<file path="config.mk">
export PLATFORM = sky130hd
export DESIGN_NAME = paper_tape_rim_bin_loader_flat
export DESIGN_NICKNAME = d
export VERILOG_FILES = /design/src/hdl/ptrb_pkg.sv /design/src/hdl/ptrb_tape_if.sv /design/src/hdl/ptrb_evt_if.sv /design/src/hdl/ptrb_step.sv /design/src/hdl/paper_tape_rim_bin_loader.sv /design/src/flat_wrapper.sv
export SDC_FILE = /design/constraint.sdc
export NUM_CORES = 1
export LEC_CHECK = 0
export ABC_AREA = 1
export BUFFER_PORTS_ARGS = -buffer_cell sky130_fd_sc_hd__buf_2
export CAP_MARGIN = 20
export CORE_UTILIZATION = 69
export CTS_BUF_LIST = sky130_fd_sc_hd__clkbuf_2
export CTS_CLUSTER_DIAMETER = 40
export DETAILED_ROUTE_END_ITERATION = 16
export PLACE_DENSITY = 0.89
export SETUP_SLACK_MARGIN = 0.2
export SLEW_MARGIN = 20
export SYNTH_ARGS = -nofsm -noshare
export SYNTH_HDL_FRONTEND = slang
export SYNTH_SLANG_ARGS = --single-unit
</file>
<file path="constraint.sdc">
create_clock -name clk -period 7.84 [get_ports clk]
set_input_delay 0.784 -clock clk [delete_from_list [all_inputs] [get_ports clk]]
set_output_delay 0.784 -clock clk [all_outputs]
set_load 0.005 [all_outputs]
</file>
<file path="src/hdl/ptrb_pkg.sv">
// Package for the paper tape RIM/BIN loader.
// Holds the parser state encoding, event codes, state and result structs.
// No dependencies; compile first.

package ptrb_pkg;

	localparam logic [5:0]  OP_DIO    = 6'o32;
	localparam logic [5:0]  OP_JMP    = 6'o60;
	localparam logic [7:0]  STOP_CHAR = 8'o377;
	localparam int unsigned PUNCH_BIT = 7;

	typedef enum logic [1:0] {
		CL_ONE   = 2'd1,
		CL_TWO   = 2'd2,
		CL_THREE = 2'd3
	} chars_left_t;

	typedef enum logic [7:0] {
		PS_START    = 8'b0000_0001,
		PS_RESTART  = 8'b0000_0010,
		PS_LOOKING  = 8'b0000_0100,
		PS_RIM      = 8'b0000_1000,
		PS_RIM_DATA = 8'b0001_0000,
		PS_BIN_END  = 8'b0010_0000,
		PS_BIN      = 8'b0100_0000,
		PS_BIN_SUM  = 8'b1000_0000
	} parse_state_t;

	typedef enum logic [3:0] {
		K_LOAD      = 4'd0,
		K_START     = 4'd1,
		K_RIM_END   = 4'd2,
		K_STRAY     = 4'd3,
		K_SUM_OK    = 4'd4,
		K_SUM_BAD   = 4'd5,
		K_BAD_RIM   = 4'd6,
		K_BAD_BIN   = 4'd7,
		K_CLEAN_END = 4'd8,
		K_MID_END   = 4'd9,
		K_BLOCK_END = 4'd10
	} kind_t;

	// Loader state apart from the load address, whose width is a top-level parameter.
	typedef struct packed {
		logic [17:0]  word_shift;
		chars_left_t  chars_left;
		logic         last_was_stop;
		parse_state_t parse_state;
		logic [11:0]  block_end;
		logic [30:0]  sum;
		logic         halted;
	} state_t;

	localparam state_t STATE_RESET = '{
		word_shift:    18'd0,
		chars_left:    CL_THREE,
		last_was_stop: 1'b0,
		parse_state:   PS_START,
		block_end:     12'd0,
		sum:           31'd0,
		halted:        1'b0
	};

	typedef struct packed {
		logic        valid;
		kind_t       kind;
		logic [11:0] address;
		logic [17:0] data;
	} result_t;

endpackage

</file>
<file path="src/hdl/ptrb_tape_if.sv">
// Input channel interface of the loader: one tape character or end-of-tape mark.
// No dependencies.

interface ptrb_tape_if;
	logic       valid;
	logic       ready;
	logic [7:0] tape_char;
	logic       end_of_tape;

	modport source (output valid, output tape_char, output end_of_tape, input ready);
	modport sink (input valid, input tape_char, input end_of_tape, output ready);
endinterface

</file>
<file path="src/hdl/ptrb_evt_if.sv">
// Output channel interface of the loader: one load, status or error event.
// No dependencies.

interface ptrb_evt_if;
	logic        valid;
	logic        ready;
	logic [3:0]  kind;
	logic [11:0] address;
	logic [17:0] data;

	modport source (output valid, output kind, output address, output data, input ready);
	modport sink (input valid, input kind, input address, input data, output ready);
endinterface

</file>
<file path="src/hdl/ptrb_step.sv">
// Next-state and event logic for one tape character of the loader.
// Purely combinational; depends on ptrb_pkg.

module ptrb_step #(
	parameter int unsigned ADDR_BITS = 12
) (
	input  ptrb_pkg::state_t  cur,
	input  logic [ADDR_BITS:0] load_cur,
	input  logic [7:0]         tape_char,
	input  logic               end_of_tape,
	output ptrb_pkg::state_t  nxt,
	output logic [ADDR_BITS:0] load_nxt,
	output ptrb_pkg::result_t res
);
	import ptrb_pkg::*;

	logic [17:0]        word;
	logic [5:0]         op;
	logic [11:0]        operand;
	logic [ADDR_BITS:0] operand_ext;
	logic [ADDR_BITS:0] load_inc;
	logic [ADDR_BITS:0] block_end_ext;
	logic [30:0]        sum_plus;
	logic [12:0]        sum_hi;
	logic [18:0]        fold_a;
	logic [17:0]        fold_sum;
	logic               boundary;

	assign word          = {cur.word_shift[11:0], tape_char[5:0]};
	assign op            = word[17:12];
	assign operand       = word[11:0];
	assign operand_ext   = {{(ADDR_BITS - 11){1'b0}}, operand};
	assign block_end_ext = {{(ADDR_BITS - 11){1'b0}}, cur.block_end};
	assign load_inc      = load_cur + {{ADDR_BITS{1'b0}}, 1'b1};
	assign sum_plus      = cur.sum + {13'd0, word};

	// Ones' complement fold: add the high part back in, then the end-around carry.
	assign sum_hi   = cur.sum[30:18];
	assign fold_a   = (sum_hi != 13'd0) ? ({1'b0, cur.sum[17:0]} + {6'd0, sum_hi})
	                                    : {1'b0, cur.sum[17:0]};
	assign fold_sum = fold_a[18] ? (fold_a[17:0] + 18'd1) : fold_a[17:0];

	// A single stop character before the end of tape still counts as a word boundary.
	assign boundary = (cur.chars_left == CL_THREE) ||
	                  ((cur.chars_left == CL_TWO) && cur.last_was_stop);

	always_comb begin
		nxt         = cur;
		load_nxt    = load_cur;
		res.valid   = 1'b0;
		res.kind    = K_LOAD;
		res.address = 12'd0;
		res.data    = 18'd0;

		if (!cur.halted) begin
			if (end_of_tape) begin
				res.valid = 1'b1;
				if (!boundary) begin
					nxt.halted = 1'b1;
					res.kind   = K_MID_END;
				end else if (cur.parse_state inside {PS_BIN_END, PS_BIN, PS_BIN_SUM}) begin
					nxt.halted = 1'b1;
					res.kind   = K_BLOCK_END;
				end else begin
					nxt      = STATE_RESET;
					load_nxt = '0;
					res.kind = K_CLEAN_END;
				end
			end else if (tape_char[PUNCH_BIT]) begin
				nxt.last_was_stop = (tape_char == STOP_CHAR);
				if (cur.chars_left == CL_THREE || cur.chars_left == CL_TWO) begin
					nxt.word_shift = word;
					nxt.chars_left = (cur.chars_left == CL_THREE) ? CL_TWO : CL_ONE;
				end else begin
					nxt.word_shift = 18'd0;
					nxt.chars_left = CL_THREE;
					case (cur.parse_state)
						PS_RIM_DATA: begin
							nxt.parse_state = PS_RIM;
							res.valid       = 1'b1;
							res.kind        = K_LOAD;
							res.address     = load_cur[11:0];
							res.data        = word;
						end
						PS_RIM: begin
							if (op == OP_JMP) begin
								nxt.parse_state = PS_LOOKING;
								res.valid       = 1'b1;
								res.kind        = K_RIM_END;
								res.address     = operand;
							end else if (op == OP_DIO) begin
								load_nxt        = operand_ext;
								nxt.parse_state = PS_RIM_DATA;
							end else begin
								nxt.halted = 1'b1;
								res.valid  = 1'b1;
								res.kind   = K_BAD_RIM;
								res.data   = word;
							end
						end
						PS_LOOKING: begin
							if (op == OP_DIO) begin
								load_nxt        = operand_ext;
								nxt.sum         = {13'd0, word};
								nxt.parse_state = PS_BIN_END;
							end else if (op == OP_JMP) begin
								nxt.parse_state = PS_RESTART;
								res.valid       = 1'b1;
								res.kind        = K_START;
								res.address     = operand;
							end else begin
								res.valid = 1'b1;
								res.kind  = K_STRAY;
								res.data  = word;
							end
						end
						PS_BIN_END: begin
							if (op != OP_DIO) begin
								nxt.halted = 1'b1;
								res.valid  = 1'b1;
								res.kind   = K_BAD_BIN;
								res.data   = word;
							end else begin
								nxt.sum         = sum_plus;
								nxt.block_end   = operand;
								nxt.parse_state = PS_BIN;
							end
						end
						PS_BIN: begin
							nxt.sum     = sum_plus;
							load_nxt    = load_inc;
							res.valid   = 1'b1;
							res.kind    = K_LOAD;
							res.address = load_cur[11:0];
							res.data    = word;
							if (load_inc >= block_end_ext) begin
								nxt.parse_state = PS_BIN_SUM;
							end
						end
						PS_BIN_SUM: begin
							nxt.parse_state = PS_LOOKING;
							res.valid       = 1'b1;
							res.kind        = (fold_sum == word) ? K_SUM_OK : K_SUM_BAD;
							res.data        = word;
						end
						default: begin
							// Start and restart, and any code that is not a state.
							if (op == OP_DIO) begin
								load_nxt        = operand_ext;
								nxt.parse_state = PS_RIM_DATA;
							end else begin
								res.valid = 1'b1;
								res.kind  = K_STRAY;
								res.data  = word;
							end
						end
					endcase
				end
			end
		end
	end

endmodule

</file>
<file path="src/hdl/paper_tape_rim_bin_loader.sv">
// Top level of the paper tape RIM/BIN loader: input stage, loader state, event register.
// Depends on ptrb_pkg, ptrb_tape_if, ptrb_evt_if and ptrb_step.
//
//   channel  modport  direction  payload
//   tape     sink     in         tape_char[7:0], end_of_tape
//   evt      source   out        kind[3:0], address[11:0], data[17:0]
//
// One tape transfer per cycle while evt is not stalled; each transfer is registered
// in the input stage, and its event is then registered in the event register and
// presented on evt. The rate is set by the loader state update between the input stage
// and the event register. Reset returns the loader to its start state at once.
// A stalled event holds in its register while one further character waits in
// the input stage.

module paper_tape_rim_bin_loader #(
	parameter int unsigned ADDR_BITS = 12
) (
	input logic        clk,
	input logic        arst_n,
	ptrb_tape_if.sink  tape,
	ptrb_evt_if.source evt
);
	import ptrb_pkg::*;

	logic               valid_s1;
	logic [7:0]         tape_char_s1;
	logic               eot_s1;
	state_t             st_q;
	state_t             st_nxt;
	logic [ADDR_BITS:0] load_addr_q;
	logic [ADDR_BITS:0] load_addr_nxt;
	result_t            res;
	logic               out_valid_q;
	kind_t              kind_q;
	logic [11:0]        address_q;
	logic [17:0]        data_q;
	logic               res_free;
	logic               proc;

	assign res_free   = !out_valid_q || evt.ready;
	assign proc       = valid_s1 && res_free;
	assign tape.ready = !valid_s1 || res_free;

	ptrb_step #(
		.ADDR_BITS (ADDR_BITS)
	) u_step (
		.cur         (st_q),
		.load_cur    (load_addr_q),
		.tape_char   (tape_char_s1),
		.end_of_tape (eot_s1),
		.nxt         (st_nxt),
		.load_nxt    (load_addr_nxt),
		.res         (res)
	);

	always_ff @(posedge clk or negedge arst_n) begin
		if (!arst_n) begin
			valid_s1    <= 1'b0;
			st_q        <= STATE_RESET;
			load_addr_q <= '0;
			out_valid_q <= 1'b0;
		end else begin
			if (tape.ready) begin
				valid_s1 <= tape.valid;
			end
			if (proc) begin
				st_q        <= st_nxt;
				load_addr_q <= load_addr_nxt;
			end
			if (res_free) begin
				out_valid_q <= proc && res.valid;
			end
		end
	end

	always_ff @(posedge clk) begin
		if (tape.ready && tape.valid) begin
			tape_char_s1 <= tape.tape_char;
			eot_s1       <= tape.end_of_tape;
		end
		if (proc && res.valid) begin
			kind_q    <= res.kind;
			address_q <= res.address;
			data_q    <= res.data;
		end
	end

	assign evt.valid   = out_valid_q;
	assign evt.kind    = kind_q;
	assign evt.address = address_q;
	assign evt.data    = data_q;

	// Once halted, only reset brings the loader back.
	a_halt_sticks: assert property (@(posedge clk) disable iff (!arst_n)
		st_q.halted |=> st_q.halted)
		else $error("loader left the halted state without reset");

	// Every halt is announced by an error event in the same transfer.
	a_halt_reported: assert property (@(posedge clk) disable iff (!arst_n)
		$rose(st_q.halted) |-> out_valid_q &&
			(kind_q == K_BAD_RIM || kind_q == K_BAD_BIN ||
			 kind_q == K_MID_END || kind_q == K_BLOCK_END))
		else $error("loader halted without an error event");

	// At a full word boundary (three characters left) the assembly register is empty.
	a_word_clear: assert property (@(posedge clk) disable iff (!arst_n)
		(st_q.chars_left == CL_THREE) |-> (st_q.word_shift == 18'd0))
		else $error("word register not cleared at a word boundary");

endmodule
</file>
<file path="src/flat_wrapper.sv">
// flat-port wrapper written by rule: the top's interface ports become plain ports
module paper_tape_rim_bin_loader_flat import ptrb_pkg::*;
#(
	parameter int unsigned ADDR_BITS = 12
)
  (clk, arst_n, tape_valid, tape_tape_char, tape_end_of_tape, tape_ready, evt_valid, evt_kind, evt_address, evt_data, evt_ready);
  ptrb_tape_if tape_i ();
  ptrb_evt_if evt_i ();
  input logic clk;
  input logic arst_n;
  input wire logic [$bits(tape_i.valid)-1:0] tape_valid;
  input wire logic [$bits(tape_i.tape_char)-1:0] tape_tape_char;
  input wire logic [$bits(tape_i.end_of_tape)-1:0] tape_end_of_tape;
  output wire logic [$bits(tape_i.ready)-1:0] tape_ready;
  output wire logic [$bits(evt_i.valid)-1:0] evt_valid;
  output wire logic [$bits(evt_i.kind)-1:0] evt_kind;
  output wire logic [$bits(evt_i.address)-1:0] evt_address;
  output wire logic [$bits(evt_i.data)-1:0] evt_data;
  input wire logic [$bits(evt_i.ready)-1:0] evt_ready;
  assign tape_i.valid = tape_valid;
  assign tape_i.tape_char = tape_tape_char;
  assign tape_i.end_of_tape = tape_end_of_tape;
  assign tape_ready = tape_i.ready;
  assign evt_valid = evt_i.valid;
  assign evt_kind = evt_i.kind;
  assign evt_address = evt_i.address;
  assign evt_data = evt_i.data;
  assign evt_i.ready = evt_ready;
  paper_tape_rim_bin_loader #(.ADDR_BITS(ADDR_BITS)) u_core (.clk(clk), .arst_n(arst_n), .tape(tape_i), .evt(evt_i));
endmodule
</file>
After elaboration in Yosys (flattened, before gate mapping)
Index checks and enable logic that the tools add are counted.
{"block": "word_totals", "reg_bits": 125, "output_inout_bits": 36, "elab_cells": 125}
{"block": "classes", "n_addsub": 4, "magnitude_cmp": 1, "eq_ne": 23, "n_mux": 56, "n_bitwise": 2, "reduce_logical": 24}
{"operator": "35-bit 2-to-1 mux", "count": 4}
{"operator": "67-bit 2-to-1 mux", "count": 2}
{"operator": "66-bit 2-to-1 mux", "count": 2}
{"operator": "31-bit one-hot mux with 3 select lines", "count": 1}
{"operator": "13-bit 2-to-1 mux", "count": 7}
{"operator": "18-bit 2-to-1 mux", "count": 5}
{"operator": "18-bit one-hot mux with 4 select lines", "count": 1}
{"operator": "52-bit 2-to-1 mux", "count": 1}
{"operator": "51-bit 2-to-1 mux", "count": 1}
{"operator": "8-bit one-hot mux with 6 select lines", "count": 1}
{"operator": "8-bit 2-to-1 mux", "count": 5}
{"operator": "13-bit one-hot mux with 3 select lines", "count": 1}
{"operator": "12-bit one-hot mux with 3 select lines", "count": 1}
{"operator": "31-bit by 18-bit adder with 31-bit output", "count": 1}
{"operator": "31-bit 2-to-1 mux", "count": 1}
{"operator": "30-bit 2-to-1 mux", "count": 1}
{"operator": "5-bit 2-to-1 mux", "count": 5}
{"operator": "5-bit one-hot mux with 5 select lines", "count": 1}
{"operator": "12-bit 2-to-1 mux", "count": 2}
{"operator": "18-bit by 13-bit adder with 19-bit output", "count": 1}
{"operator": "19-bit 2-to-1 mux", "count": 1}
{"operator": "18-bit by 1-bit adder with 18-bit output (second input constant)", "count": 1}
{"operator": "18-bit == test", "count": 1}
{"operator": "9-bit AND reduction", "count": 2}
{"operator": "34 further kinds", "count": 61}

Logic depth before layout (Yosys ltp)
Gate-level depths: netlist (run 1).
{"block": "logic_depth", "ltp_word": 12, "depth_mapped": 25, "ltp_nobuf": 24}

Modules after synthesis
A second synthesis (run 1) with hierarchy kept.
{"block": "unflattened", "cells_unflattened": 1703, "hier_area_um2": 11436.0}
{"mod": "ptrb_step", "instances": 1, "cells_per_inst": 1275, "area_each_um2": 6633.9, "seq_area_each_um2": 0.0}
{"mod": "paper_tape_rim_bin_loader", "instances": 1, "cells_per_inst": 428, "area_each_um2": 4802.1, "seq_area_each_um2": 3497.1}

Least setup slack after synthesis (run 1)
Ideal clock, no wire load.
{"block": "synth_path", "path_type": "reg-to-reg", "start": "reg u_core.st_q[45] in the netlist's numbering", "end": "reg u_core.address_q[0], in the netlist u_core.evt.address[0], enable pin", "arrival_time_ps": 2465, "t_required_ps": 7451, "setup_slack_ps": 4986, "path_stages_with_launch": 12, "synth_period_minus_slack_ps": 2854, "cell_sequence": "dfrtp_1 -> nor2_2 -> nand2_2 -> nor4_4 -> inv_1 -> nor2_1 -> nor4_1 -> nand2_1 -> inv_1 -> o31ai_1 -> nand3_1 -> inv_1"}
{"block": "synth_between", "elab_chain_cells": 8}
{"element": "from (decl)", "line": "paper_tape_rim_bin_loader.sv:28", "rtl": "state_t st_q;"}
{"element": "from (signal assigned)", "line": "paper_tape_rim_bin_loader.sv:67", "rtl": "st_q <= st_nxt;"}
{"element": "8-bit by 7-bit == test with 1-bit output / 8-bit by 5-bit == test with 1-bit output (equally long branches)", "line": "ptrb_step.sv:77", "rtl": "case (cur.parse_state)"}
{"element": "2-bit OR reduction (no line)"}
{"element": "5-bit one-hot mux with 5 select lines *", "line": "ptrb_step.sv:77"}
{"element": "35-bit 2-to-1 mux *", "line": "ptrb_step.sv:71", "rtl": "if (cur.chars_left == CL_THREE || cur.chars_left == CL_TWO) begin"}
{"element": "35-bit 2-to-1 mux *", "line": "ptrb_step.sv:69", "rtl": "end else if (tape_char[PUNCH_BIT]) begin"}
{"element": "5-bit 2-to-1 mux *", "line": "ptrb_step.sv:56", "rtl": "if (end_of_tape) begin"}
{"element": "35-bit 2-to-1 mux *", "line": "ptrb_step.sv:55", "rtl": "if (!cur.halted) begin"}
{"element": "1-bit logical AND *", "line": "paper_tape_rim_bin_loader.sv:81", "rtl": "if (proc && res.valid) begin"}
{"element": "to (signal assigned)", "line": "paper_tape_rim_bin_loader.sv:83", "rtl": "address_q <= res.address;"}
{"element": "to (decl)", "line": "paper_tape_rim_bin_loader.sv:35", "rtl": "logic [11:0] address_q;"}
Every way passes the cells marked *; elsewhere a longest branch is shown, timed or not.
A chain may end at the register's enable or synchronous reset.

Worst setup path in the final report (run 1)
{"block": "layout_path", "start": "reg u_core.st_q[44] in the netlist's numbering", "end": "reg u_core.st_q[10] in the netlist's numbering"}
{"block": "layout_between", "elab_chain_cells": 5}
{"element": "8-bit by 7-bit == test with 1-bit output (tied with other cells)", "line": "ptrb_step.sv:61, ptrb_step.sv:77"}
{"element": "31-bit one-hot mux with 3 select lines", "line": "ptrb_step.sv:77"}
{"element": "52-bit 2-to-1 mux", "line": "ptrb_step.sv:71"}
{"element": "67-bit 2-to-1 mux", "line": "ptrb_step.sv:69"}
{"element": "67-bit 2-to-1 mux", "line": "ptrb_step.sv:56"}
Several ways; a longest one is shown, not always the timed one. The select of a mux whose other input is x is not followed.

==> metrics.cfg, run 1 <==
[finish]
multi_input_area_um2 = 4780
fin_util_pct = 75.9
final_area_um2 = 9660
drive_above_1_share_pct = 12.2
syn_to_final_growth_pct = 6.69
diodes = 0
fillCellCount = 1008
fin_nets = 1303
regArea_um2 = 3350

[hold_path]
hp-class = input pin to register

[power_and_ir_drop]
p_leak_uw = 0.00502
switching_share_pct = 27.8
ir_worst_vdd_mv = 0.157
internal_power_uw = 850
seqPwrFrac_pct = 58.6
power_frac_comb_pct = 3.7
p_sw_uw = 327
power_density_nw_per_um2 = 122
clkPwrFrac_pct = 37.6

[placed_design]
pre_cts_ws_ns = 4.15
postPlaceCellArea_um2 = 9390
gp_congestion = 0.990
numPortBuffers = 48
dpl.hpwl_mm = 18.1

[sta]
hold_violations = 0
tightest_slew_ns = 1.03
slew_headroom_pct = 31.2
tns_ns = 0
clock_skew_ns = 0.0663
fin_crit_sh_pct = 49.1
final.setup.worst_slack_ns = 3.99
final.min_clock_period_ns = 3.85
rsz0062_at_grt = false
whs_ns = 0.224
fmax_mhz = 260
setup_violations = 0
slew_violations = 0

[synthesis]
synthArstFlopShare_pct = 65.6
synth_ff_type = dfrtp_1
syn-num-nets = 1262
netlist_area_um2 = 9050
synth.distinct_cells = 57
yosys_warnings = 0
syn_area_per_cell_um2 = 7.53
synth_edf_count = 43
ys_ff_latch = 125
yosysSeqAreaShare_pct = 37.0
synth_cells = 1202

[critical_path]
path_cells = nor2_2 > nand2_2 > nor4_4 > nor2_4 > a31oi_4 > nor3_4 > nand2_1 > a21oi_2 > nand2_4 > inv_2 > nand2_1 > a21oi_1 > o21ai_0 > o21ai_0
critical_path_arrival_ns = 4.48
cp.buffers_inverters = 1
critical_path_peak_fanout = 31
crit_family = simple AND/OR/NAND/NOR gates
crit_path_end_kind = register
critical_path_class = register to register
critPathSlowestCell = nor3_4
critPathMaxStageDelay_ns = 0.72
start_kind = register
worstPathRequired_ns = 8.48

[routing]
via_count = 8557
ant_nets = 0
drt_first_pass_iters = 8
vias_per_cell = 5.99
post_drt_wl_per_cell_um = 16.5
wl_mm = 23.5
drtIter0Drc = 1205
drc_errors = 0

[clock_tree]
cts-root-buf = clkbuf_2
clock_latency_ns = 0.75
cts_htree_levels = 4
cts.sinks = 125
cts_post_setup_buffers_inserted = 0
cts_max_path_buffers = 2
numCtsBuffers = 17
clkTransAtPathRegs_ns = 0.23
cts_tree = built

[global_route]
grt_first_pass_wirelength_mm = 38.3
grtUsageTotal_pct = 37.4
grt_max_degree = 62
grt_pass1_vias = 7856
grt-ovfl-total = 0
antenna_found_initial = 0

[status]
status = finished clean

[floorplanning]
start_util_pct = 71.2
dieArea_um2 = 13600
fp.dieW_um = 117
fp.dieH_um = 117
ioPinCount = 49
core_area_um2 = 12700
placementRows = 41

[run]
max_cap_viol_count = 0

==> final timing paths <==
check / slack (ns) / end / start / depth (start not counted)
setup / recovery: 3.99 / u_core.st_q[10] / u_core.st_q[44] / 14
max in group asynchronous: 6.27 / u_core.st_q[15] / arst_n / 3
hold reg to reg: 0.53 / u_core.st_q[52] / u_core.tape_char_s1[6] / 2
min in group asynchronous: 0.42 / u_core.st_q[63] / arst_n / 2
hold / removal: 0.22 / u_core.tape_char_s1[0] / tape_tape_char[0] / 1
setup reg to reg: 3.99 / u_core.st_q[10] / u_core.st_q[44] / 14
==> placed cells by master (no fill, tap or decap), types with 10 or more instances in the layout <==
| master | n |
|---|---|
| nand2_1 | 242 |
| inv_1 | 197 |
| nand3_1 | 100 |
| o21ai_0 | 79 |
| dfrtp_1 | 79 |
| nor2_1 | 77 |
| a21oi_1 | 69 |
| buf_2 | 47 |
| ha_1 | 45 |
| edfxtp_1 | 43 |
| nor3_1 | 28 |
| xor2_1 | 24 |
| nand4_1 | 23 |
| o22ai_1 | 20 |
| clkbuf_2 | 17 |
| o211ai_1 | 13 |
| o21ai_1 | 12 |
| nor2_2 | 10 |
| inv_2 | 10 |
==> per-stage QoR <==
step / cells / power (µW)
finish: 1428 / 1180
global route: 1428 / 1220
CTS: 1428 / 1180
detailed placement: 1395 / 744
global placement: 1395 / 743
floorplan: 1202 / 720
==> layer usage <==
metal	share of wire [%]	vias to the layer above	track usage (%)
li1	-	4101	-
met1	42	3914	52.1
met2	43	482	56.1
met3	12	60	9.39
met4	2.8	0	14.3
met5	0	-	0
==> logic make-up after synthesis <==
family / synth area share [%]
and+or+nand+nor: 28.0
buffers and inverters: 10.2
AOI/OAI and AO/OA: 15.4
DFF: 37.0
adders and majority gates: 6.66
xor gates and xnor gates: 2.67
muxes: 0.124
==> area by class of cell <==
type | count | share of cell area, %
tap | 172 | 2.23
timing repair buffer | 52 | 2.85
clock buffer | 17 | 0.881
multi-input combinational | 839 | 49.5
clock inverter | 15 | 1.80
inverter | 208 | 8.08
sequential | 125 | 34.6
==> worst reg2reg max path: cells and delay by family (launching register included) <==
family	cells	cell delay (ns)
and+or+nand+nor	8	2.02
AOI/OAI and AO/OA	5	0.80
DFF	1	0.61
buffers and inverters	1	0.31
==> sequential cells by signal, summed over array words and instances, names as in the netlist <==
signal               flops
u_core.eot_s1            1
u_core.evt.address      12
u_core.evt.data         18
u_core.evt.kind          4
u_core.evt.valid         1
u_core.load_addr_q      13
u_core.st_q             67
u_core.tape_char_s1      8
u_core.valid_s1          1
==> cells in the mapped netlist, types with 4 or more instances <==
master	number	area share, %
o32ai_2	4	0.72
o21ai_1	11	0.61
nand3_1	100	5.5
a31oi_1	7	0.48
nand2_1	242	10
o31ai_1	9	0.75
o21a_1	4	0.33
o21ai_0	80	4.4
nand3_2	4	0.44
or2_2	4	0.28
nor2_4	8	0.99
nor3_1	28	1.5
edfxtp_1	43	14
xor2_1	24	2.3
inv_1	197	8.2
nor2_1	77	3.2
nand2_4	6	0.75
nor4_1	5	0.35
clkbuf_1	20	0.83
and2_1	5	0.35
nand2_2	9	0.62
nor2_2	10	0.69
o22ai_1	20	1.4
buf_2	4	0.22
a21oi_1	69	3.8
inv_2	10	0.41
ha_1	45	6.2
nand4_1	23	1.6
dfrtp_1	79	22
o211ai_1	13	1.1
==> power groups by stage <==
stage	Combinational, µW	Clock, µW	Sequential, µW
2_1_floorplan	26.1	0	694
3_3_place_gp	41.5	0	701
3_5_place_dp	42.8	0	701
4_1_cts	43.3	446	689
5_1_grt	49.4	476	690
6_report	43.8	443	690
==> repair_timing <==
action	CTS	global route
gates resized for setup	0	0
setup endpoints to repair	0	0
hold buffers	1	0
endpoints found under the hold margin	21	0
Power figures use the tool's default switching activity.
==> inputs of run 2 (changes only) <==
--- a/config.mk
+++ b/config.mk
@@ -8,11 +8,11 @@
 export ABC_AREA = 1
 export BUFFER_PORTS_ARGS = -buffer_cell sky130_fd_sc_hd__buf_2
 export CAP_MARGIN = 20
-export CORE_UTILIZATION = 69
+export CORE_UTILIZATION = 64
 export CTS_BUF_LIST = sky130_fd_sc_hd__clkbuf_2
 export CTS_CLUSTER_DIAMETER = 40
 export DETAILED_ROUTE_END_ITERATION = 16
-export PLACE_DENSITY = 0.89
+export PLACE_DENSITY = 0.83
 export SETUP_SLACK_MARGIN = 0.2
 export SLEW_MARGIN = 20
 export SYNTH_ARGS = -nofsm -noshare
==> constraint.sdc (replaced) <==
create_clock -name clk -period 3.6 [get_ports clk]
set_input_delay 0.36 -clock clk [delete_from_list [all_inputs] [get_ports clk]]
set_output_delay 0.36 -clock clk [all_outputs]
set_load 0.005 [all_outputs]
==> run 2 against run 1 <==
  * Wire length grew 4.0%
  * Global-route usage shrank 2.6 points
  * Critical path depth grew 8
  * Largest cell class unchanged
  * Non-clock buffer count grew 40
  * Flip-flop and latch count is the same
  * Cell count grew 3.4%
  * Combinational power grew to 2.9 times the previous value
  * Design area grew 3.4%
  * Critical path type unchanged
  * First-iteration DRC count shrank 21%
  * Critical endpoint is now u_core.evt.kind[0]
  * Core utilization shrank 3.7 points
  * Setup slack lost 3.6 ns
==> metrics.cfg, run 2 (same netlist as run 1, synthesis figures left out) <==
[global_route]
grt-ovfl-total = 0  ; unchanged
grt_max_degree = 59  ; -4.8%
antenna_found_initial = 0  ; unchanged
grtUsageTotal_pct = 34.8  ; -2.6 points
grt_first_pass_wirelength_mm = 39.0  ; +2.1%
grt_pass1_vias = 7895  ; +0.50%

[clock_tree]
cts_htree_levels = 4  ; unchanged
cts.sinks = 125  ; unchanged
numCtsBuffers = 17  ; unchanged
cts_max_path_buffers = 2  ; unchanged
clkTransAtPathRegs_ns = 0.19  ; -0.04 ns
cts-root-buf = clkbuf_2
clock_latency_ns = 0.72  ; -0.03 ns
cts_tree = built

[critical_path]
critical_path_arrival_ns = 3.65  ; -0.83 ns
crit_top_cell = nand2_1
worstPathRequired_ns = 4.08  ; -4.40 ns
critical_path_peak_fanout = 7  ; -77%
critPathSlowestCell = dfrtp_1
critPathMaxStageDelay_ns = 0.46  ; -0.26 ns
start_kind = register
path_cells = ha_2 > fa_2 > nand2_1 > nand2_1 > nand3_1 > nand2_1 > nand2_1 > nand2_2 > nand2_4 > buf_4 > nor3_4 > nand3_1 > nand2_1 > nand3_1 > nor2_1 > nand2_1 > nor2_1 > nand3_1 > nand2_1 > nand2_1 > nand2_1 > a21oi_2
critical_path_class = register to register
crit_path_end_kind = register

[floorplanning]
fp.dieW_um = 121  ; +3.8%
placementRows = 43  ; +4.9%
ioPinCount = 49  ; unchanged
core_area_um2 = 13800  ; +8.7%
dieArea_um2 = 14600  ; +7.7%
fp.dieH_um = 121  ; +3.8%
start_util_pct = 65.5  ; -5.7 points

[routing]
vias_per_cell = 5.86  ; -2.2%
wl_mm = 24.5  ; +4.0%
ant_nets = 0  ; unchanged
post_drt_wl_per_cell_um = 16.6  ; +0.58%
drt_first_pass_iters = 7  ; -1
via_count = 8647  ; +1.1%
drc_errors = 0  ; unchanged
drtIter0Drc = 955  ; -21%

[finish]
fin_nets = 1343  ; +3.1%
final_common_cell = nand2_1
diodes = 0  ; unchanged
multi_input_area_um2 = 4820  ; +0.76%
top_register = u_core.st_q
syn_to_final_growth_pct = 10.4
fillCellCount = 1120  ; +11%
largest_reg_flops = 67  ; unchanged
final_area_um2 = 9990  ; +3.4%
layout_common_cells = 241 x nand2_1, 197 x inv_1, 100 x nand3_1
drive_above_1_share_pct = 14.7  ; +2.6 points
regArea_um2 = 3350  ; +0.11%
finalNonFillerCells = 1476  ; +3.4%

[power_and_ir_drop]
power_density_nw_per_um2 = 238  ; +96%
ir_worst_vdd_mv = 0.232  ; +48%
p_total_uw = 2380  ; +100%
p_leak_uw = 0.00518  ; +3.3%

[sta]
tns_ns = 0  ; unchanged
hold_violations = 0  ; unchanged
slew_violations = 0  ; unchanged
final.min_clock_period_ns = 3.16  ; -0.685 ns
fin_crit_sh_pct = 87.8  ; +39 points
tightest_slew_ns = 0.848  ; -0.180 ns
fmax_mhz = 316  ; +22%
setup_violations = 0  ; unchanged
clock_skew_ns = 0.0273  ; -0.0390 ns
rsz0062_at_grt = false
slew_headroom_pct = 43.2  ; +12 points

[placed_design]
dpl.hpwl_mm = 18.4  ; +1.5%
postPlaceCellArea_um2 = 9560  ; +1.8%
dpl.cell_count = 1422  ; +1.9%
gp_congestion = 0.953  ; -3.8%
numPortBuffers = 48  ; unchanged

[status]
status = finished clean

[run]
max_cap_viol_count = 0  ; unchanged

[hold_path]
hp-class = input pin to async pin

==> run 2: cell count changes in the layout (fill, tap and decap cells not counted), moves of 5 or more <==
cell	previous run	this run
clkinv_2	0	5
inv_6	6	0
clkbuf_2	17	22
buf_4	4	29
dlygate4sd3_1	1	14
==> run 2: routing by layer <==
layer	vias up	share of wire, %	GRT usage [%]
met2	437	45	53.2
met4	0	2.7	11.2
met3	60	10	8.27
li1	4180	-	-
met5	-	0	0
met1	3970	42	48.5
==> run 2: repair_timing <==
item,4_1_cts,5_1_grt
endpoints found under the hold margin,65,0
pin swaps,0,3
resized for setup,1,13
setup endpoints to repair,2,11
buffers inserted,0,8
hold buffers,14,0
==> run 2: area by class of cell <==
class                           instances  area share, %
Tap cell                              180           2.25
Timing Repair Buffer                   92           6.34
Clock buffer                           22           1.10
Sequential cell                       125           33.5
Inverter                              208           7.81
Multi-Input combinational cell        839           48.2
Clock inverter                         10          0.739
==> run 2: where the power goes <==
| part | switching (µW) | internal [µW] |
|---|---|---|
| Combinational | 84.5 | 43.7 |
| Clock | 514 | 250 |
| Sequential | 13.5 | 1480 |
| Total | 612 | 1770 |
==> run 2: critical path: cells and delay by family (launching register included) <==
family | cells | cell delay, ns
buffers and inverters | 1 | 0.15
flip-flops | 1 | 0.46
AND/OR/NAND/NOR | 18 | 1.76
AO/OA/AOI/OAI | 1 | 0.05
adder cells (fa/ha/maj) | 2 | 0.51
==> run 2: path summary, 6_finish.rpt <==
path	to	depth (start not counted)	slack, ns	from
setup reg to reg	u_core.evt.kind[0]	22	0.44	u_core.st_q[1]
max in group asynchronous	u_core.st_q[55]	3	2.48	arst_n
setup / recovery	u_core.evt.kind[0]	22	0.44	u_core.st_q[1]
hold reg to reg	u_core.load_addr_q[12]	2	0.53	u_core.load_addr_q[12]
min in group clk	u_core.tape_char_s1[3]	2	0.36	tape_tape_char[3]
hold / removal	u_core.load_addr_q[4]	2	0.24	arst_n
==> run 2: per-stage QoR <==
stage          util, %  worst slack [ns]  hold slack (ns)
4_1_cts           71.5             0.284            0.253
3_5_place_dp      69.1             0.228            0.488
6_report          72.3             0.439            0.244
5_1_grt           72.3             0.200            0.291
3_3_place_gp      69.1             0.368            0.485
2_1_floorplan        -             0.746           0.0644
==> inputs of run 3 (changes only) <==
==> constraint.sdc (replaced) <==
create_clock -name clk -period 3.6 [get_ports clk]
set_input_delay 0.72 -clock clk [delete_from_list [all_inputs] [get_ports clk]]
set_output_delay 0.72 -clock clk [all_outputs]
set_load 0.005 [all_outputs]
==> run 3 against run 2 <==
  * Combinational power fell by 8%
  * Critical path depth decreased by 2
  * Global-route usage rose by 0.18 points
  * Power increased by 0.29%
  * Setup slack got worse by 0.0061 ns
  * Highest routed layer unchanged
  * Clock power grew 2%
==> metrics.cfg, run 3 (same netlist as run 1, synthesis figures left out) <==
[sta]
final.setup.worst_slack_ns = 0.433  ; -0.00610 ns
fin_crit_sh_pct = 88.0  ; +0.17 points
tightest_slew_ns = 0.874  ; +0.0258 ns
slew_headroom_pct = 41.5  ; -1.7 points
tns_ns = 0  ; unchanged
hold_violations = 0  ; unchanged
setup_violations = 0  ; unchanged
whs_ns = 0.0465  ; -0.197 ns
slew_violations = 0  ; unchanged
clock_skew_ns = 0.0334  ; +0.00617 ns
final.min_clock_period_ns = 3.17  ; +0.00610 ns
rsz0062_at_grt = true
fmax_mhz = 316  ; -0.19%

[power_and_ir_drop]
power_density_nw_per_um2 = 242  ; +1.7%
ir_worst_vdd_mv = 0.279  ; +20%
p_leak_uw = 0.00513  ; -1.1%

[global_route]
grt_max_degree = 61  ; +3.4%
antenna_found_initial = 1  ; +1
grtUsageTotal_pct = 34.9  ; +0.18 points
grt_pass1_vias = 7733  ; -2.1%
grt-ovfl-total = 0  ; unchanged
grt_first_pass_wirelength_mm = 39.2  ; +0.30%

[finish]
top_register = u_core.st_q
finalNonFillerCells = 1461  ; -1.0%
regArea_um2 = 3350  ; about the same
fin_util_pct = 71.3  ; -1.0 points
syn_to_final_growth_pct = 8.83
multi_input_area_um2 = 4830  ; +0.26%
largest_reg_flops = 67  ; unchanged
layout_common_cells = 241 x nand2_1, 197 x inv_1, 100 x nand3_1
final_common_cell = nand2_1
fillCellCount = 1144  ; +2.1%
fin_nets = 1327  ; -1.2%
drive_above_1_share_pct = 14.9  ; +0.18 points

[critical_path]
worstPathRequired_ns = 4.10  ; +0.02 ns
start_kind = register
r2r-end = u_core.evt.kind[0]
crit_path_end_kind = register
critical_path_class = register to register
critical_path_arrival_ns = 3.66  ; about the same
critical_path_peak_fanout = 4  ; -3
r2r-start = u_core.st_q[1]
r2r_slack_ns = 0.43  ; about the same
r2r_cells = 20  ; -9.1%

[clock_tree]
cts_max_path_buffers = 2  ; unchanged
numCtsBuffers = 17  ; unchanged
cts.sinks = 125  ; unchanged
clock_latency_ns = 0.74  ; +0.02 ns
hold_buffers = 0  ; -14
cts_tree = built
cts_htree_levels = 4  ; unchanged
cts-root-buf = clkbuf_2
clkTransAtPathRegs_ns = 0.18  ; about the same

[run]
max_cap_viol_count = 0  ; unchanged

[routing]
post_drt_wl_per_cell_um = 16.6  ; +0.18%
vias_per_cell = 5.92  ; +1.0%
drt_first_pass_iters = 8  ; +1
via_count = 8645  ; -0.023%
ant_nets = 0  ; unchanged
drtIter0Drc = 876  ; -8.3%
drc_errors = 0  ; unchanged
wl_mm = 24.2  ; -0.84%

[floorplanning]
ioPinCount = 49  ; unchanged
placementRows = 43  ; unchanged
start_util_pct = 65.5  ; unchanged
core_area_um2 = 13800  ; unchanged
dieArea_um2 = 14600  ; unchanged
fp.dieW_um = 121  ; unchanged
fp.dieH_um = 121  ; unchanged

[placed_design]
dpl.hpwl_mm = 18.4  ; -0.33%
dpl.cell_count = 1423  ; +0.070%
pre_cts_ws_ns = 0.265  ; +0.0375 ns
numPortBuffers = 48  ; unchanged
gp_congestion = 0.966  ; +1.4%

[hold_path]
hp-class = input pin to async pin

[status]
status = finished clean

==> run 3: how the worst max path moves through the flow <==
stage | from | end | slack [ns] | cells after the start
floorplan | u_core.st_q[45] | u_core.evt.address[0] | 0.75 | 11
global route | u_core.st_q[1] | u_core.evt.kind[0] | 0.18 | 24
finish | u_core.st_q[1] | u_core.evt.kind[0] | 0.43 | 20
global placement | u_core.load_addr_q[2] | u_core.st_q[46] | 0.37 | 21
CTS | u_core.load_addr_q[0] | u_core.st_q[46] | 0.24 | 21
detailed placement | u_core.load_addr_q[0] | u_core.st_q[46] | 0.27 | 21
==> run 3: timing repair <==
item / CTS / global route
endpoints found under the setup margin: 0 / 15
resized for setup: 0 / 18
setup buffers: 0 / 5
==> run 3: critical path, cell delays in order (launching register included) <==
cell and delay [ns]:
dfrtp_2 0.48, ha_2 0.24, fa_2 0.52, nand2_1 0.06, nand2_2 0.11, ha_1 0.15, inv_1 0.10, nor2_8 0.15
nand2_4 0.08, nor3_4 0.19, nand3_1 0.09, nand2_1 0.09, nand3_1 0.07, nor2_1 0.09, nand2_1 0.09, nor2_1 0.10
nand3_1 0.09, nand2_1 0.06, nand2_1 0.04, nand2_1 0.08, a21oi_2 0.05
==> run 3: stage by stage <==
| step | power, µW | instance area [µm²] |
|---|---|---|
| after floorplan | 1570 | 9050 |
| after global placement | 1630 | 9560 |
| after detailed placement | 1630 | 9560 |
| after CTS | 2390 | 9750 |
| after global routing | 2460 | 9850 |
| final | 2390 | 9850 |
==> run 3: cell type report <==
type                       instances  share of cell area [%]
timing repair buffer              76                    4.85
sequential                       125                    34.0
inverter                         208                    7.92
clock inverter                    11                   0.800
antenna                            1                  0.0254
tap                              180                    2.29
multi-input combinational        839                    49.0
clock buffer                      21                    1.07
==> run 3: per-layer routing <==
layer,track usage (%),routed length (µm),up-vias,share of wire [%]
li1,-,-,4148,-
met1,49.4,10400,4010,43
met2,53.6,10900,438,45
met3,6.86,2410,49,9.9
met4,11.8,542,0,2.2
met5,0,0,-,0
==> run 3: power by group <==
| part | switching [µW] | internal (µW) | total (µW) |
|---|---|---|---|
| logic | 82.7 | 35.4 | 118 |
| clock network | 533 | 248 | 781 |
| registers | 12.8 | 1480 | 1490 |
